File: config.mk
export PLATFORM = sky130hd
export DESIGN_NAME = bounded_sequence_store
export DESIGN_NICKNAME = d
export VERILOG_FILES = /design/src/rtl/bss_pkg.sv /design/src/rtl/bss_datapath.sv /design/src/rtl/bss_ctrl.sv /design/src/rtl/bounded_sequence_store.sv
export SDC_FILE = /design/constraint.sdc
export NUM_CORES = 2
export LEC_CHECK = 0
export BUFFER_PORTS_ARGS = -buffer_cell sky130_fd_sc_hd__buf_2
export CAP_MARGIN = 20
export CORE_MARGIN = 1
export CORE_UTILIZATION = 40
export DETAILED_ROUTE_END_ITERATION = 10
export GPL_ROUTABILITY_DRIVEN = 0
export PLACE_DENSITY = 0.53
export SLEW_MARGIN = 15
export SYNTH_ARGS = -nofsm -noshare
export SYNTH_HDL_FRONTEND = slang
export SYNTH_SLANG_ARGS = --single-unit
File: constraint.sdc
create_clock -name i_clk -period 7.05 [get_ports i_clk]
set_clock_uncertainty 0.15 [all_clocks]
set_input_delay 0 -clock i_clk [delete_from_list [all_inputs] [get_ports i_clk]]
set_output_delay 0 -clock i_clk [all_outputs]
set_load 0.01 [all_outputs]
File: src/rtl/bss_pkg.sv
// Shared types and constants for the bounded sequence store.
`timescale 1ns / 1ps

package bss_pkg;

    localparam int CAPACITY_DEF = 64;
    localparam int FUNC_W       = 4;
    localparam int POS_W        = 7;
    localparam int WORD_W       = 32;
    localparam int STAT_W       = 2;
    localparam int COUNT_W      = 7;

    // operation codes
    typedef enum logic [FUNC_W-1:0] {
        OP_PUSH_BACK  = 4'd0,
        OP_PUSH_FRONT = 4'd1,
        OP_POP_FRONT  = 4'd2,
        OP_POP_BACK   = 4'd3,
        OP_INSERT     = 4'd4,
        OP_REMOVE     = 4'd5,
        OP_READ_AT    = 4'd6,
        OP_FRONT      = 4'd7,
        OP_BACK       = 4'd8,
        OP_SORT       = 4'd9,
        OP_CLEAR      = 4'd10
    } t_op;

    typedef enum logic [STAT_W-1:0] {
        ST_OK   = 2'd0,
        ST_MISS = 2'd1,
        ST_FULL = 2'd2
    } t_stat;

    // memory address sources
    typedef enum logic [3:0] {
        A_ZERO   = 4'd0,
        A_LAST   = 4'd1,
        A_POS    = 4'd2,
        A_OCC    = 4'd3,
        A_AT     = 4'd4,
        A_IDX    = 4'd5,
        A_IDX_M1 = 4'd6,
        A_IDX_P1 = 4'd7,
        A_I      = 4'd8
    } t_asel;

    typedef enum logic [1:0] {
        D_WORD = 2'd0,
        D_RD   = 2'd1,
        D_KEY  = 2'd2
    } t_wdsel;

    typedef enum logic [2:0] {
        IX_HOLD = 3'd0,
        IX_OCC  = 3'd1,
        IX_AT   = 3'd2,
        IX_I    = 3'd3,
        IX_DEC  = 3'd4,
        IX_INC  = 3'd5
    } t_idxop;

    typedef enum logic [1:0] {
        AT_HOLD = 2'd0,
        AT_ZERO = 2'd1,
        AT_POS  = 2'd2
    } t_atop;

    typedef enum logic [1:0] {
        I_HOLD = 2'd0,
        I_ONE  = 2'd1,
        I_INC  = 2'd2
    } t_iop;

    typedef enum logic [1:0] {
        OC_HOLD = 2'd0,
        OC_INC  = 2'd1,
        OC_DEC  = 2'd2,
        OC_CLR  = 2'd3
    } t_occop;

    // controller -> datapath
    typedef struct packed {
        logic   req_ld;
        logic   stat_ld;
        t_stat  stat;
        logic   rd_en;
        t_asel  rd_sel;
        logic   wr_en;
        t_asel  wr_sel;
        t_wdsel wd_sel;
        t_idxop idx_op;
        t_atop  at_op;
        t_iop   i_op;
        logic   key_ld;
        logic   val_ld;
        t_occop occ_op;
        logic   res_ld;
    } t_cmd;

    // datapath -> controller
    typedef struct packed {
        logic [FUNC_W-1:0] func;
        logic              occ_zero;
        logic              occ_full;
        logic              pos_gt_occ;
        logic              pos_ge_occ;
        logic              idx_gt_at;
        logic              idx_p1_lt_occ;
        logic              i_lt_occ;
        logic              idx_nz;
        logic              key_lt_rd;
        logic              out_free;
    } t_sts;

endpackage

File: src/rtl/bss_datapath.sv
// Datapath: element memory, index counters, request and result registers.
`timescale 1ns / 1ps

module bss_datapath import bss_pkg::*; #(
    parameter int CAPACITY = CAPACITY_DEF
) (
    input  logic                     i_clk,
    input  logic                     i_rst_n,
    input  t_cmd                     i_cmd,
    output t_sts                     o_sts,
    input  logic [FUNC_W-1:0]        i_func,
    input  logic [POS_W-1:0]         i_position,
    input  logic signed [WORD_W-1:0] i_word_in,
    input  logic                     i_ready,
    output logic                     o_valid,
    output logic signed [WORD_W-1:0] o_word_out,
    output logic [STAT_W-1:0]        o_status,
    output logic [COUNT_W-1:0]       o_count,
    output logic                     o_is_empty
);

    localparam int AW = $clog2(CAPACITY);
    localparam int CW = $clog2(CAPACITY + 1);
    localparam int XW = (CW > POS_W) ? CW : POS_W;
    localparam logic [CW-1:0] CAP_C = CW'(CAPACITY);

    logic [FUNC_W-1:0]        r_func;
    logic [POS_W-1:0]         r_pos;
    logic signed [WORD_W-1:0] r_word;
    logic [CW-1:0]            r_occ;
    logic [CW-1:0]            r_idx;
    logic [CW-1:0]            r_at;
    logic [CW-1:0]            r_i;
    logic signed [WORD_W-1:0] r_key;
    logic signed [WORD_W-1:0] r_val;
    t_stat                    r_stat;
    logic signed [WORD_W-1:0] r_rd_data;
    logic [WORD_W-1:0]        r_mem [CAPACITY];

    logic                     r_out_valid;
    logic signed [WORD_W-1:0] r_out_word;
    t_stat                    r_out_stat;
    logic [COUNT_W-1:0]       r_out_count;
    logic                     r_out_empty;

    logic [XW-1:0]            w_pos_x;
    logic [XW-1:0]            w_occ_x;
    logic [CW-1:0]            w_pos_c;
    logic [CW-1:0]            w_idx_m1;
    logic [CW-1:0]            w_idx_p1;
    logic [CW-1:0]            w_occ_m1;
    logic [CW-1:0]            w_rd_addr;
    logic [CW-1:0]            w_wr_addr;
    logic [WORD_W-1:0]        w_wr_data;

    assign w_pos_x  = XW'(r_pos);
    assign w_occ_x  = XW'(r_occ);
    assign w_pos_c  = w_pos_x[CW-1:0];
    assign w_idx_m1 = r_idx - 1'b1;
    assign w_idx_p1 = r_idx + 1'b1;
    assign w_occ_m1 = r_occ - 1'b1;

    always_comb begin
        case (i_cmd.rd_sel)
            A_ZERO:   w_rd_addr = '0;
            A_LAST:   w_rd_addr = w_occ_m1;
            A_POS:    w_rd_addr = w_pos_c;
            A_OCC:    w_rd_addr = r_occ;
            A_AT:     w_rd_addr = r_at;
            A_IDX:    w_rd_addr = r_idx;
            A_IDX_M1: w_rd_addr = w_idx_m1;
            A_IDX_P1: w_rd_addr = w_idx_p1;
            A_I:      w_rd_addr = r_i;
            default:  w_rd_addr = '0;
        endcase
    end

    always_comb begin
        case (i_cmd.wr_sel)
            A_ZERO:   w_wr_addr = '0;
            A_LAST:   w_wr_addr = w_occ_m1;
            A_POS:    w_wr_addr = w_pos_c;
            A_OCC:    w_wr_addr = r_occ;
            A_AT:     w_wr_addr = r_at;
            A_IDX:    w_wr_addr = r_idx;
            A_IDX_M1: w_wr_addr = w_idx_m1;
            A_IDX_P1: w_wr_addr = w_idx_p1;
            A_I:      w_wr_addr = r_i;
            default:  w_wr_addr = '0;
        endcase
    end

    always_comb begin
        case (i_cmd.wd_sel)
            D_WORD:  w_wr_data = r_word;
            D_RD:    w_wr_data = r_rd_data;
            D_KEY:   w_wr_data = r_key;
            default: w_wr_data = r_word;
        endcase
    end

    // status toward the controller
    always_comb begin
        o_sts.func          = r_func;
        o_sts.occ_zero      = (r_occ == '0);
        o_sts.occ_full      = (r_occ >= CAP_C);
        o_sts.pos_gt_occ    = (w_pos_x > w_occ_x);
        o_sts.pos_ge_occ    = (w_pos_x >= w_occ_x);
        o_sts.idx_gt_at     = (r_idx > r_at);
        o_sts.idx_p1_lt_occ = (w_idx_p1 < r_occ);
        o_sts.i_lt_occ      = (r_i < r_occ);
        o_sts.idx_nz        = (r_idx != '0);
        o_sts.key_lt_rd     = (r_key < r_rd_data);
        o_sts.out_free      = !r_out_valid || i_ready;
    end

    // element memory, one write and one registered read per cycle
    always_ff @(posedge i_clk) begin
        if (i_cmd.wr_en) begin
            r_mem[w_wr_addr[AW-1:0]] <= w_wr_data;
        end
        if (i_cmd.rd_en) begin
            r_rd_data <= r_mem[w_rd_addr[AW-1:0]];
        end
    end

    always_ff @(posedge i_clk) begin
        if (i_cmd.req_ld) begin
            r_func <= i_func;
            r_pos  <= i_position;
            r_word <= i_word_in;
            r_val  <= '0;
        end else if (i_cmd.val_ld) begin
            r_val <= r_rd_data;
        end
        if (i_cmd.stat_ld) begin
            r_stat <= i_cmd.stat;
        end
        if (i_cmd.key_ld) begin
            r_key <= r_rd_data;
        end
        case (i_cmd.idx_op)
            IX_OCC:  r_idx <= r_occ;
            IX_AT:   r_idx <= r_at;
            IX_I:    r_idx <= r_i;
            IX_DEC:  r_idx <= w_idx_m1;
            IX_INC:  r_idx <= w_idx_p1;
            default: r_idx <= r_idx;
        endcase
        case (i_cmd.at_op)
            AT_ZERO: r_at <= '0;
            AT_POS:  r_at <= w_pos_c;
            default: r_at <= r_at;
        endcase
        case (i_cmd.i_op)
            I_ONE:   r_i <= CW'(1);
            I_INC:   r_i <= r_i + 1'b1;
            default: r_i <= r_i;
        endcase
    end

    always_ff @(posedge i_clk) begin
        if (!i_rst_n) begin
            r_occ <= '0;
        end else begin
            case (i_cmd.occ_op)
                OC_INC:  r_occ <= r_occ + 1'b1;
                OC_DEC:  r_occ <= w_occ_m1;
                OC_CLR:  r_occ <= '0;
                default: r_occ <= r_occ;
            endcase
        end
    end

    // result register
    always_ff @(posedge i_clk) begin
        if (!i_rst_n) begin
            r_out_valid <= 1'b0;
        end else if (i_cmd.res_ld) begin
            r_out_valid <= 1'b1;
        end else if (i_ready) begin
            r_out_valid <= 1'b0;
        end
    end

    always_ff @(posedge i_clk) begin
        if (i_cmd.res_ld) begin
            r_out_word  <= r_val;
            r_out_stat  <= r_stat;
            r_out_count <= w_occ_x[COUNT_W-1:0];
            r_out_empty <= (r_occ == '0);
        end
    end

    assign o_valid    = r_out_valid;
    assign o_word_out = r_out_word;
    assign o_status   = r_out_stat;
    assign o_count    = r_out_count;
    assign o_is_empty = r_out_empty;

    a_occ_bound: assert property (@(posedge i_clk) disable iff (!i_rst_n)
        r_occ <= CAP_C)
        else $error("occupancy above capacity");

    a_rd_live: assert property (@(posedge i_clk) disable iff (!i_rst_n)
        i_cmd.rd_en |-> (w_rd_addr < r_occ))
        else $error("read of a slot beyond occupancy");

    a_wr_range: assert property (@(posedge i_clk) disable iff (!i_rst_n)
        i_cmd.wr_en |-> (w_wr_addr < CAP_C))
        else $error("write beyond capacity");

    a_occ_step: assert property (@(posedge i_clk) disable iff (!i_rst_n)
        !$stable(r_occ) |-> (r_occ == $past(r_occ) + 1'b1 ||
                             $past(r_occ) == r_occ + 1'b1 || r_occ == '0))
        else $error("occupancy moved by more than one");

endmodule

File: src/rtl/bss_ctrl.sv
// Controller: sequences each request over the datapath.
`timescale 1ns / 1ps

module bss_ctrl import bss_pkg::*; (
    input  logic i_clk,
    input  logic i_rst_n,
    input  logic i_valid,
    output logic o_in_ready,
    input  t_sts i_sts,
    output t_cmd o_cmd
);

    typedef enum logic [11:0] {
        S_IDLE   = 12'b0000_0000_0001,
        S_DEC    = 12'b0000_0000_0010,
        S_RD_CAP = 12'b0000_0000_0100,
        S_SU_CHK = 12'b0000_0000_1000,
        S_SU_WR  = 12'b0000_0001_0000,
        S_SD_CHK = 12'b0000_0010_0000,
        S_SD_WR  = 12'b0000_0100_0000,
        S_SO_OUT = 12'b0000_1000_0000,
        S_SO_KEY = 12'b0001_0000_0000,
        S_SO_CMP = 12'b0010_0000_0000,
        S_SO_TST = 12'b0100_0000_0000,
        S_DONE   = 12'b1000_0000_0000
    } t_state;

    t_state r_state;
    t_state n_state;

    always_ff @(posedge i_clk) begin
        if (!i_rst_n) begin
            r_state <= S_IDLE;
        end else begin
            r_state <= n_state;
        end
    end

    assign o_in_ready = (r_state == S_IDLE);

    always_comb begin
        n_state       = r_state;
        o_cmd         = '0;
        o_cmd.stat    = ST_OK;
        o_cmd.rd_sel  = A_ZERO;
        o_cmd.wr_sel  = A_ZERO;
        o_cmd.wd_sel  = D_WORD;
        o_cmd.idx_op  = IX_HOLD;
        o_cmd.at_op   = AT_HOLD;
        o_cmd.i_op    = I_HOLD;
        o_cmd.occ_op  = OC_HOLD;
        case (r_state)
            S_IDLE: begin
                if (i_valid) begin
                    o_cmd.req_ld = 1'b1;
                    n_state      = S_DEC;
                end
            end
            S_DEC: begin
                o_cmd.stat_ld = 1'b1;
                n_state       = S_DONE;
                case (i_sts.func)
                    OP_PUSH_BACK: begin
                        if (i_sts.occ_full) begin
                            o_cmd.stat = ST_FULL;
                        end else begin
                            o_cmd.wr_en  = 1'b1;
                            o_cmd.wr_sel = A_OCC;
                            o_cmd.occ_op = OC_INC;
                        end
                    end
                    OP_PUSH_FRONT: begin
                        if (i_sts.occ_full) begin
                            o_cmd.stat = ST_FULL;
                        end else begin
                            o_cmd.idx_op = IX_OCC;
                            o_cmd.at_op  = AT_ZERO;
                            n_state      = S_SU_CHK;
                        end
                    end
                    OP_INSERT: begin
                        if (i_sts.pos_gt_occ) begin
                            o_cmd.stat = ST_MISS;
                        end else if (i_sts.occ_full) begin
                            o_cmd.stat = ST_FULL;
                        end else begin
                            o_cmd.idx_op = IX_OCC;
                            o_cmd.at_op  = AT_POS;
                            n_state      = S_SU_CHK;
                        end
                    end
                    OP_POP_FRONT, OP_FRONT: begin
                        if (i_sts.occ_zero) begin
                            o_cmd.stat = ST_MISS;
                        end else begin
                            o_cmd.rd_en  = 1'b1;
                            o_cmd.rd_sel = A_ZERO;
                            o_cmd.at_op  = AT_ZERO;
                            n_state      = S_RD_CAP;
                        end
                    end
                    OP_POP_BACK, OP_BACK: begin
                        if (i_sts.occ_zero) begin
                            o_cmd.stat = ST_MISS;
                        end else begin
                            o_cmd.rd_en  = 1'b1;
                            o_cmd.rd_sel = A_LAST;
                            n_state      = S_RD_CAP;
                        end
                    end
                    OP_REMOVE, OP_READ_AT: begin
                        if (i_sts.pos_ge_occ) begin
                            o_cmd.stat = ST_MISS;
                        end else begin
                            o_cmd.rd_en  = 1'b1;
                            o_cmd.rd_sel = A_POS;
                            o_cmd.at_op  = AT_POS;
                            n_state      = S_RD_CAP;
                        end
                    end
                    OP_SORT: begin
                        o_cmd.i_op = I_ONE;
                        n_state    = S_SO_OUT;
                    end
                    OP_CLEAR: begin
                        o_cmd.occ_op = OC_CLR;
                    end
                    default: begin
                        o_cmd.stat = ST_MISS;
                    end
                endcase
            end
            S_RD_CAP: begin
                o_cmd.val_ld = 1'b1;
                n_state      = S_DONE;
                case (i_sts.func)
                    OP_POP_FRONT, OP_REMOVE: begin
                        o_cmd.idx_op = IX_AT;
                        n_state      = S_SD_CHK;
                    end
                    OP_POP_BACK: begin
                        o_cmd.occ_op = OC_DEC;
                    end
                    default: begin
                        n_state = S_DONE;
                    end
                endcase
            end
            // open a gap at the target, moving entries up from the back
            S_SU_CHK: begin
                if (i_sts.idx_gt_at) begin
                    o_cmd.rd_en  = 1'b1;
                    o_cmd.rd_sel = A_IDX_M1;
                    n_state      = S_SU_WR;
                end else begin
                    o_cmd.wr_en  = 1'b1;
                    o_cmd.wr_sel = A_AT;
                    o_cmd.wd_sel = D_WORD;
                    o_cmd.occ_op = OC_INC;
                    n_state      = S_DONE;
                end
            end
            S_SU_WR: begin
                o_cmd.wr_en  = 1'b1;
                o_cmd.wr_sel = A_IDX;
                o_cmd.wd_sel = D_RD;
                o_cmd.idx_op = IX_DEC;
                n_state      = S_SU_CHK;
            end
            // close the gap, moving entries down toward the target
            S_SD_CHK: begin
                if (i_sts.idx_p1_lt_occ) begin
                    o_cmd.rd_en  = 1'b1;
                    o_cmd.rd_sel = A_IDX_P1;
                    n_state      = S_SD_WR;
                end else begin
                    o_cmd.occ_op = OC_DEC;
                    n_state      = S_DONE;
                end
            end
            S_SD_WR: begin
                o_cmd.wr_en  = 1'b1;
                o_cmd.wr_sel = A_IDX;
                o_cmd.wd_sel = D_RD;
                o_cmd.idx_op = IX_INC;
                n_state      = S_SD_CHK;
            end
            // insertion sort
            S_SO_OUT: begin
                if (i_sts.i_lt_occ) begin
                    o_cmd.rd_en  = 1'b1;
                    o_cmd.rd_sel = A_I;
                    o_cmd.idx_op = IX_I;
                    n_state      = S_SO_KEY;
                end else begin
                    n_state = S_DONE;
                end
            end
            S_SO_KEY: begin
                o_cmd.key_ld = 1'b1;
                n_state      = S_SO_CMP;
            end
            S_SO_CMP: begin
                if (i_sts.idx_nz) begin
                    o_cmd.rd_en  = 1'b1;
                    o_cmd.rd_sel = A_IDX_M1;
                    n_state      = S_SO_TST;
                end else begin
                    o_cmd.wr_en  = 1'b1;
                    o_cmd.wr_sel = A_IDX;
                    o_cmd.wd_sel = D_KEY;
                    o_cmd.i_op   = I_INC;
                    n_state      = S_SO_OUT;
                end
            end
            S_SO_TST: begin
                o_cmd.wr_en  = 1'b1;
                o_cmd.wr_sel = A_IDX;
                if (i_sts.key_lt_rd) begin
                    o_cmd.wd_sel = D_RD;
                    o_cmd.idx_op = IX_DEC;
                    n_state      = S_SO_CMP;
                end else begin
                    o_cmd.wd_sel = D_KEY;
                    o_cmd.i_op   = I_INC;
                    n_state      = S_SO_OUT;
                end
            end
            S_DONE: begin
                if (i_sts.out_free) begin
                    o_cmd.res_ld = 1'b1;
                    n_state      = S_IDLE;
                end
            end
            default: begin
                n_state = S_IDLE;
            end
        endcase
    end

endmodule

File: src/rtl/bounded_sequence_store.sv
// Top level of the bounded sequence store.
`timescale 1ns / 1ps

// Bounded sequence store: an indexed double-ended queue of up to CAPACITY
// signed 32-bit words, kept in a single-port-write, single-port-read memory
// with registered read data. Each request carries an operation code, a
// position and a word; each request returns exactly one result with the
// value read (zero on error and for operations that read nothing), a
// status (ok, miss for empty, out-of-range or unused opcode, full), the
// element count after the operation and an empty flag. Requests are
// handled one at a time. Operations that move entries shift them one
// at a time through the memory ports: push front and insert move
// entries up from the back to open a gap, pop front and remove move
// entries down to close it. Sort is an insertion sort over the same
// ports. A finished result sits in an output register, and the next
// request is accepted while it waits to be taken. No clearing pass is
// needed after reset: slots beyond the count are never read.
module bounded_sequence_store import bss_pkg::*; #(
    parameter int CAPACITY = CAPACITY_DEF
) (
    input  logic                     i_clk,
    input  logic                     i_rst_n,
    // request channel
    input  logic                     i_valid,
    output logic                     o_ready,
    input  logic [FUNC_W-1:0]        i_func,
    input  logic [POS_W-1:0]         i_position,
    input  logic signed [WORD_W-1:0] i_word_in,
    // result channel
    output logic                     o_valid,
    input  logic                     i_ready,
    output logic signed [WORD_W-1:0] o_word_out,
    output logic [STAT_W-1:0]        o_status,
    output logic [COUNT_W-1:0]       o_count,
    output logic                     o_is_empty
);

    t_cmd w_cmd;
    t_sts w_sts;

    // sequencing: decode, shift loops, sort loop, result handoff
    bss_ctrl u_ctrl (
        .i_clk      (i_clk),
        .i_rst_n    (i_rst_n),
        .i_valid    (i_valid),
        .o_in_ready (o_ready),
        .i_sts      (w_sts),
        .o_cmd      (w_cmd)
    );

    // storage, index counters, compares and the result register
    bss_datapath #(
        .CAPACITY (CAPACITY)
    ) u_datapath (
        .i_clk      (i_clk),
        .i_rst_n    (i_rst_n),
        .i_cmd      (w_cmd),
        .o_sts      (w_sts),
        .i_func     (i_func),
        .i_position (i_position),
        .i_word_in  (i_word_in),
        .i_ready    (i_ready),
        .o_valid    (o_valid),
        .o_word_out (o_word_out),
        .o_status   (o_status),
        .o_count    (o_count),
        .o_is_empty (o_is_empty)
    );

endmodule

Word-level counts from Yosys, hierarchy flattened:

Memory sizes are Yosys's and may differ from the RTL's. A register that Yosys moved wholly into a read port is not among the register bits.
Cells that the tools add are included.

* bits in writable memories: 2048
* input port bits: 47
* logic and storage cells: 178
* output and inout bits: 44
* register bits after elaboration: 192
* memories: 1

Memories
* u_datapath.r_mem: words 64, width 32, read ports 1, clocked after memory_dff 1, write ports 1, line bss_datapath.sv:38 `logic [WORD_W-1:0] r_mem [CAPACITY];`

* mux-type cells: 75
* eq/ne operators: 54
* $lt $le $gt $ge: 7
* reductions and logical operators: 20
* add/subtract/negate cells: 5

Operators with widths (count)
* $pmux 12 s12: 1
* $mux 12: 10
* $pmux 6 s8: 2
* $pmux 32 s2: 1
* $pmux 12 s5: 1
* $mux 5: 10
* $eq 4x3->1 const B: 12
* $pmux 7 s5: 1
* $lt 32x32->1: 1
* $pmux 7 s2: 2
* $pmux 5 s5: 1
* $eq 4x2->1 const B: 6
* $pmux 2 s4: 3
* $mux 2: 11
* $add 7x1->7 const B: 3
* $pmux 7 s3: 1
* $eq 4x4->1 const B: 5
* $pmux 5 s4: 1
* $pmux 3 s6: 1
* $mux 1: 16
* $pmux 5 s3: 1
* $gt 7x7->1: 2
* $lt 7x7->1: 2
* $mux 7: 2
* 42 further kinds: 65

Logic depth before layout (Yosys ltp):

* depth in word-level cells: 7
* gate-level depth with buffers: 20
* gate-level depth less buffers: 15

Hierarchy:

Synthesis repeated with hierarchy kept, for this count alone.

* cells, all modules: 6525
* area, all modules: 91754.2 µm²

By module, submodules not included
* bss_datapath: instances 1, area an instance 90505.6 µm², seq. area each 67464.7 µm², cells an instance 6345
* bss_ctrl: instances 1, area an instance 1248.7 µm², seq. area each 240.2 µm², cells an instance 180

Least setup slack after synthesis:

Ideal clock, no wire load.

* path kind: reg-to-reg
* start point: reg u_datapath.r_rd_data[17] (read register of u_datapath.r_mem)
* end point: mem u_datapath.r_mem[0][11], data pin
* data arrival time: 5563 ps
* setup slack: 636 ps
* stages on the path, launching flop included: 16
* library setup time: 702 ps
* required time: 6198 ps
* clock period less this slack: 6414 ps
* buffers on the path: 2
* cell sequence: edfxtp_1 -> inv_1 -> ha_1 -> a21o_1 -> a21o_1 -> a21o_1 -> a21o_1 -> a221o_1 -> a21oi_1 -> a21oi_1 -> o21a_1 -> or2_2 -> ha_1 -> clkbuf_1 -> clkbuf_1 -> o21ai_0

* word-level cells in the longest chain between the ends: 5
* elaborated cells between the ends (all ways): 6
* those cells by class: order compare (1); eq/ne (2); mux (3)

RTL lines
* from (decl): line bss_datapath.sv:37 `logic signed [WORD_W-1:0] r_rd_data;`
* $lt 32x32->1 *: line bss_datapath.sv:113 `o_sts.key_lt_rd = (r_key < r_rd_data);`
* $mux 2 *: line bss_ctrl.sv:219 `if (i_sts.key_lt_rd) begin`
* $pmux 2 s4 *: line bss_ctrl.sv:52 `case (r_state)`
* $eq 2x2->1 or $eq 2x1->1 (tied branches): line bss_datapath.sv:94 `case (i_cmd.wd_sel)`
* $pmux 32 s2 *: line bss_datapath.sv:94
* named net u_datapath.w_wr_data[11]: line bss_datapath.sv:54 `logic [WORD_W-1:0] w_wr_data;`
* to (decl): line bss_datapath.sv:38

The timed path passes the listed nets; every way through them passes the cells marked *.

Worst setup path in the final report:

* start point: reg u_datapath.r_idx[2]
* end point: reg u_datapath.r_rd_data[26] (read register of u_datapath.r_mem), data pin

* word-level cells in the longest chain between the ends: 6
* elaborated cells between the ends (all ways): 18
* those cells by class: add/sub (2); order compare (2); eq/ne (8); mux (5); reduce/logical (1)

RTL lines
* from (decl): line bss_datapath.sv:31 `logic [CW-1:0] r_idx;`
* from (signal assigned): line bss_datapath.sv:143 `IX_OCC: r_idx <= r_occ;`
* from (signal assigned): line bss_datapath.sv:144 `IX_AT: r_idx <= r_at;`
* from (signal assigned): line bss_datapath.sv:145 `IX_I: r_idx <= r_i;`
* $add 7x1->7: line bss_datapath.sv:60 `assign w_idx_p1 = r_idx + 1'b1;`
* $lt 7x7->1: line bss_datapath.sv:110 `o_sts.idx_p1_lt_occ = (w_idx_p1 < r_occ);`
* $mux 5: line bss_ctrl.sv:172 `if (i_sts.idx_p1_lt_occ) begin`
* $pmux 5 s5: line bss_ctrl.sv:52
* $eq 4x4->1 (tied with other cells): line bss_datapath.sv:64 `case (i_cmd.rd_sel)`
* $pmux 6 s8: line bss_datapath.sv:64

Several ways; a longest one is shown, not always the timed one.
A chain may end at the register's enable or synchronous reset.

==> results by group <==
Synth
  – Number of flops mapped to enable cells by yosys: 2,220
  – Yosys reg bits: 2,272
  – Post-synthesis async set-or-reset flop share: 0%
  – Syn avg cell area: 16.0 um2
  – Synth area leaders: edfxtp_1 74%, mux2i_1 4.2%, mux4_2 3.9%, nand2_1 3.5%, nand3_1 1.9%
  – Main flop type after synthesis: edfxtp_1
  – Syn nets: 5,746
  – Post-Synthesis Cells: 5,631
  – Cell taking the most area after synthesis: edfxtp_1
  – Synth Warn #: 0
  – Register area share after synthesis: 75.0%
  – Mapped Area: 90,300 um2
  – Synth cell types: 85
  – Yosys top cell area share: 73.8%

Hold path
  – Hold depth: 4
  – Hold Path Class: input pin to register

Route
  – Post-Route WL: 317,000 um
  – Drc violations: 0
  – Via count: 55,996
  – Drt wl/cell: 34.3 um
  – Post-DRT Antenna Nets: 0
  – Initial DRC count: 7,807
  – First drt pass iteration count: 6
  – Via/cell ratio: 6.07

Setup path
  – Crit-path max cell delay: 0.62 ns
  – Crit path buf inv count: 1
  – Critical Path RT: 7.54 ns
  – Cell Chain, Critical Path: nand3_1 -> nor3_1 -> xor2_1 -> ha_1 -> and3_1 -> o21ai_0 -> o21ai_0 -> nand2b_1 -> o211a_1 -> nand4_1 -> buf_4 -> o22ai_1 -> o21ai_0 -> o21ai_0 -> or4_1
  – CP Max Fanout: 16
  – WP depth: 15
  – Worst Path Class, Setup: register to register
  – Delay-heaviest family, CP: compound AO/OA/AOI/OAI gates
  – Slowest CP cell: edfxtp_1
  – Crit. End Element: register
  – Startpoint Class: register
  – Most numerous cell on the critical path: o21ai_0
  – Path depth of the worst reg2reg path: 15
  – Worst path arrival time: 6.97 ns

Floorplan
  – Area of the core: 225,000 um2
  – Die ar.: 228,000 um2
  – FP Rows: 174
  – IO Count: 91
  – Die height: 477 um
  – Initial core utilization: 40.2%
  – Die width: 477 um

Cells and area
  – Nets@finish: 6,139
  – Layout cells sized above 1: 16.5%
  – Synthesis-to-layout area growth: 16.5%
  – Cell Count, Final, Fillers Out: 9,223
  – Core Util, Final: 46.8%

STA
  – TNS Setup: 0 ns
  – Hold Violations, Final: 0
  – RSZ-0062 raised after global routing: false
  – F_max: 154 MHz
  – Max-slew violations: 0
  – Max_slew headroom: 20.6%
  – Actual slew at the worst max-slew pin: 1.19 ns
  – Setup violators final: 0
  – Post-layout minimum cycle time: 6.47 ns
  – Final period utilization: 91.8%

CTS
  – Cts bufs inserted: 229
  – Clk sinks: 2,272
  – CTS H-tree depth: 4
  – Clock root buffer: clkbuf_16
  – Largest buffer count on any clock path: 3
  – TritonCTS clock tree: done
  – Skew-Pair Late Insertion Delay: 0.91 ns
  – Clock-pin slew on the worst setup and hold paths: 0.06 ns
  – Number of gates resized after cts: 0

Power
  – Power per Cell Area: 265 nW/um2
  – Worst VDD drop: 0.267 mV
  – Comb pwr share: 2.5%
  – Sw Pwr: 5.93 mW
  – Clock network fraction of design power: 43.9%
  – Seq pwr share: 53.6%
  – Sw Ratio: 21.2%
  – Internal power: 22.0 mW
  – Pleak: 34.1 nW

Placed design
  – # placed instances: 8,690
  – IO buf count: 90
  – Detailed Place HPWL: 194,000 um

Global route
  – Gr ovfl total: 0
  – Largest net degree at the start of global routing: 71
  – Vias in the first global route: 53,028
  – Global-route usage over all layers: 27.3%
  – Global-route wire length before repair: 435,000 um
  – Initial antenna violation count: 30

Flow run
  – Max cap viols: 0

Outcome
  – Status: completed
## power groups by stage
| stage | Combinational (mW) | Clock [mW] | Sequential, mW |
|---|---|---|---|
| after floorplan | 0.292 | 0 | 15.3 |
| after global placement | 0.640 | 0 | 15.3 |
| after detailed placement | 0.658 | 0 | 15.3 |
| after CTS | 0.700 | 12.4 | 15.0 |
| after global routing | 0.747 | 12.9 | 15.0 |
| final | 0.712 | 12.3 | 15.0 |
## cells in the final DEF (no fill, tap or decap), drive strengths merged, types with 78 or more instances in the layout
cell and n:
buf 384, nand2 832, dlygate4sd3 93, clkinv 119, o21ai 116, nand4 78
mux4 158, edfxtp 2220, nand3 337, clkbuf 275, a21oi 91, a22oi 83
mux2i 383, nor2 176
## synth_stat cells, types with 20 or more instances
cell type / count
edfxtp_1: 2220
nand2_1: 832
mux2i_1: 383
nand3_1: 335
nor2_1: 173
mux4_2: 158
clkbuf_1: 144
buf_2: 121
o21ai_0: 108
a21oi_1: 91
a22oi_1: 82
nand4_1: 78
a221oi_1: 72
o22ai_1: 70
ha_1: 68
inv_1: 67
a31oi_1: 63
dfxtp_1: 52
a32oi_1: 47
o211ai_1: 31
nor3_1: 29
or3_1: 29
o2111ai_1: 28
or4_1: 24
and2_1: 20
buf_4: 20
## final timing paths
kind | from | end | slack [ns]
worst min register to register | u_datapath.r_val[11] | u_datapath.o_word_out[11] | 0.27
worst min-delay path | i_rst_n | u_ctrl.r_state[3] | 0.14
worst max register to register | u_datapath.r_idx[2] | u_datapath.r_rd_data[26] | 0.58
worst max-delay path | u_datapath.r_idx[2] | u_datapath.r_rd_data[26] | 0.58
## flip-flops by register name, indices dropped and copies added (netlist names), 2 cells and up
signal and flops:
u_datapath.r_func 4, u_datapath.o_word_out 32, u_datapath.r_at 7, u_datapath.r_i 7, u_datapath.r_idx 7, u_datapath.r_pos 7, u_datapath.o_status 2, u_datapath.r_key 32
u_datapath.r_val 32, u_datapath.o_count 7, u_datapath.r_stat 2, u_datapath.r_mem 2048, u_datapath.r_word 32, u_datapath.r_rd_data 32, u_ctrl.r_state 12, u_datapath.r_occ 7
## tightest hold or removal path, delay by kind of cell
family                 cells  cell delay (ns)
buffers and inverters      3             0.94
AND/OR/NAND/NOR            1             0.18
## per-stage QoR
| stage | setup WS, ns | total power, mW | hold slack [ns] | cell area, um2 |
|---|---|---|---|---|
| global route | 0.278 | 28.6 | 0.180 | 105000 |
| finish | 0.575 | 27.9 | 0.140 | 105000 |
| CTS | 0.656 | 28.0 | 0.0957 | 105000 |
| floorplan | 0.636 | 15.6 | -0.0881 | 90300 |
| detailed placement | 0.687 | 15.9 | 0.0281 | 96700 |
| global placement | 0.498 | 15.9 | 0.0293 | 96700 |
## kinds of logic (layout without fill, tap and decap cells)
logic type | after synthesis | after routing | share of synthesized area (%)
mux | 541 | 541 | 8.18
other cells | 0 | 9 | 0
compound gates | 720 | 720 | 5.65
fa+ha+maj | 68 | 68 | 0.942
simple gates | 1626 | 1626 | 8.12
xor+xnor | 21 | 21 | 0.204
flops | 2272 | 2272 | 75.0
buf+inv | 383 | 974 | 1.94
## per-layer routing
layer | wire (um) | global-route usage, %
met1 | 128000 | 38.1
met2 | 145000 | 42.4
met3 | 29700 | 5.03
met4 | 13400 | 10.8
met5 | 145 | 0
## area by class of cell
class / count / area (um2)
Timing Repair Buffer: 477 / 4100
Inverter: 68 / 255
Clock inverter: 154 / 1520
Multi-Input combinational cell: 2976 / 21900
Sequential cell: 2272 / 67700
Tap cell: 2992 / 3740
Antenna cell: 9 / 22.5
Fill cell: 19252 / 119000
Clock buffer: 275 / 6000
## timing repair
item / CTS / global route
hold endpoints to repair: 180 / 0
setup endpoints to repair: 0 / 0
hold buffers: 93 / 0
setup buffers: 0 / 0
Power figures use the tool's default switching activity.
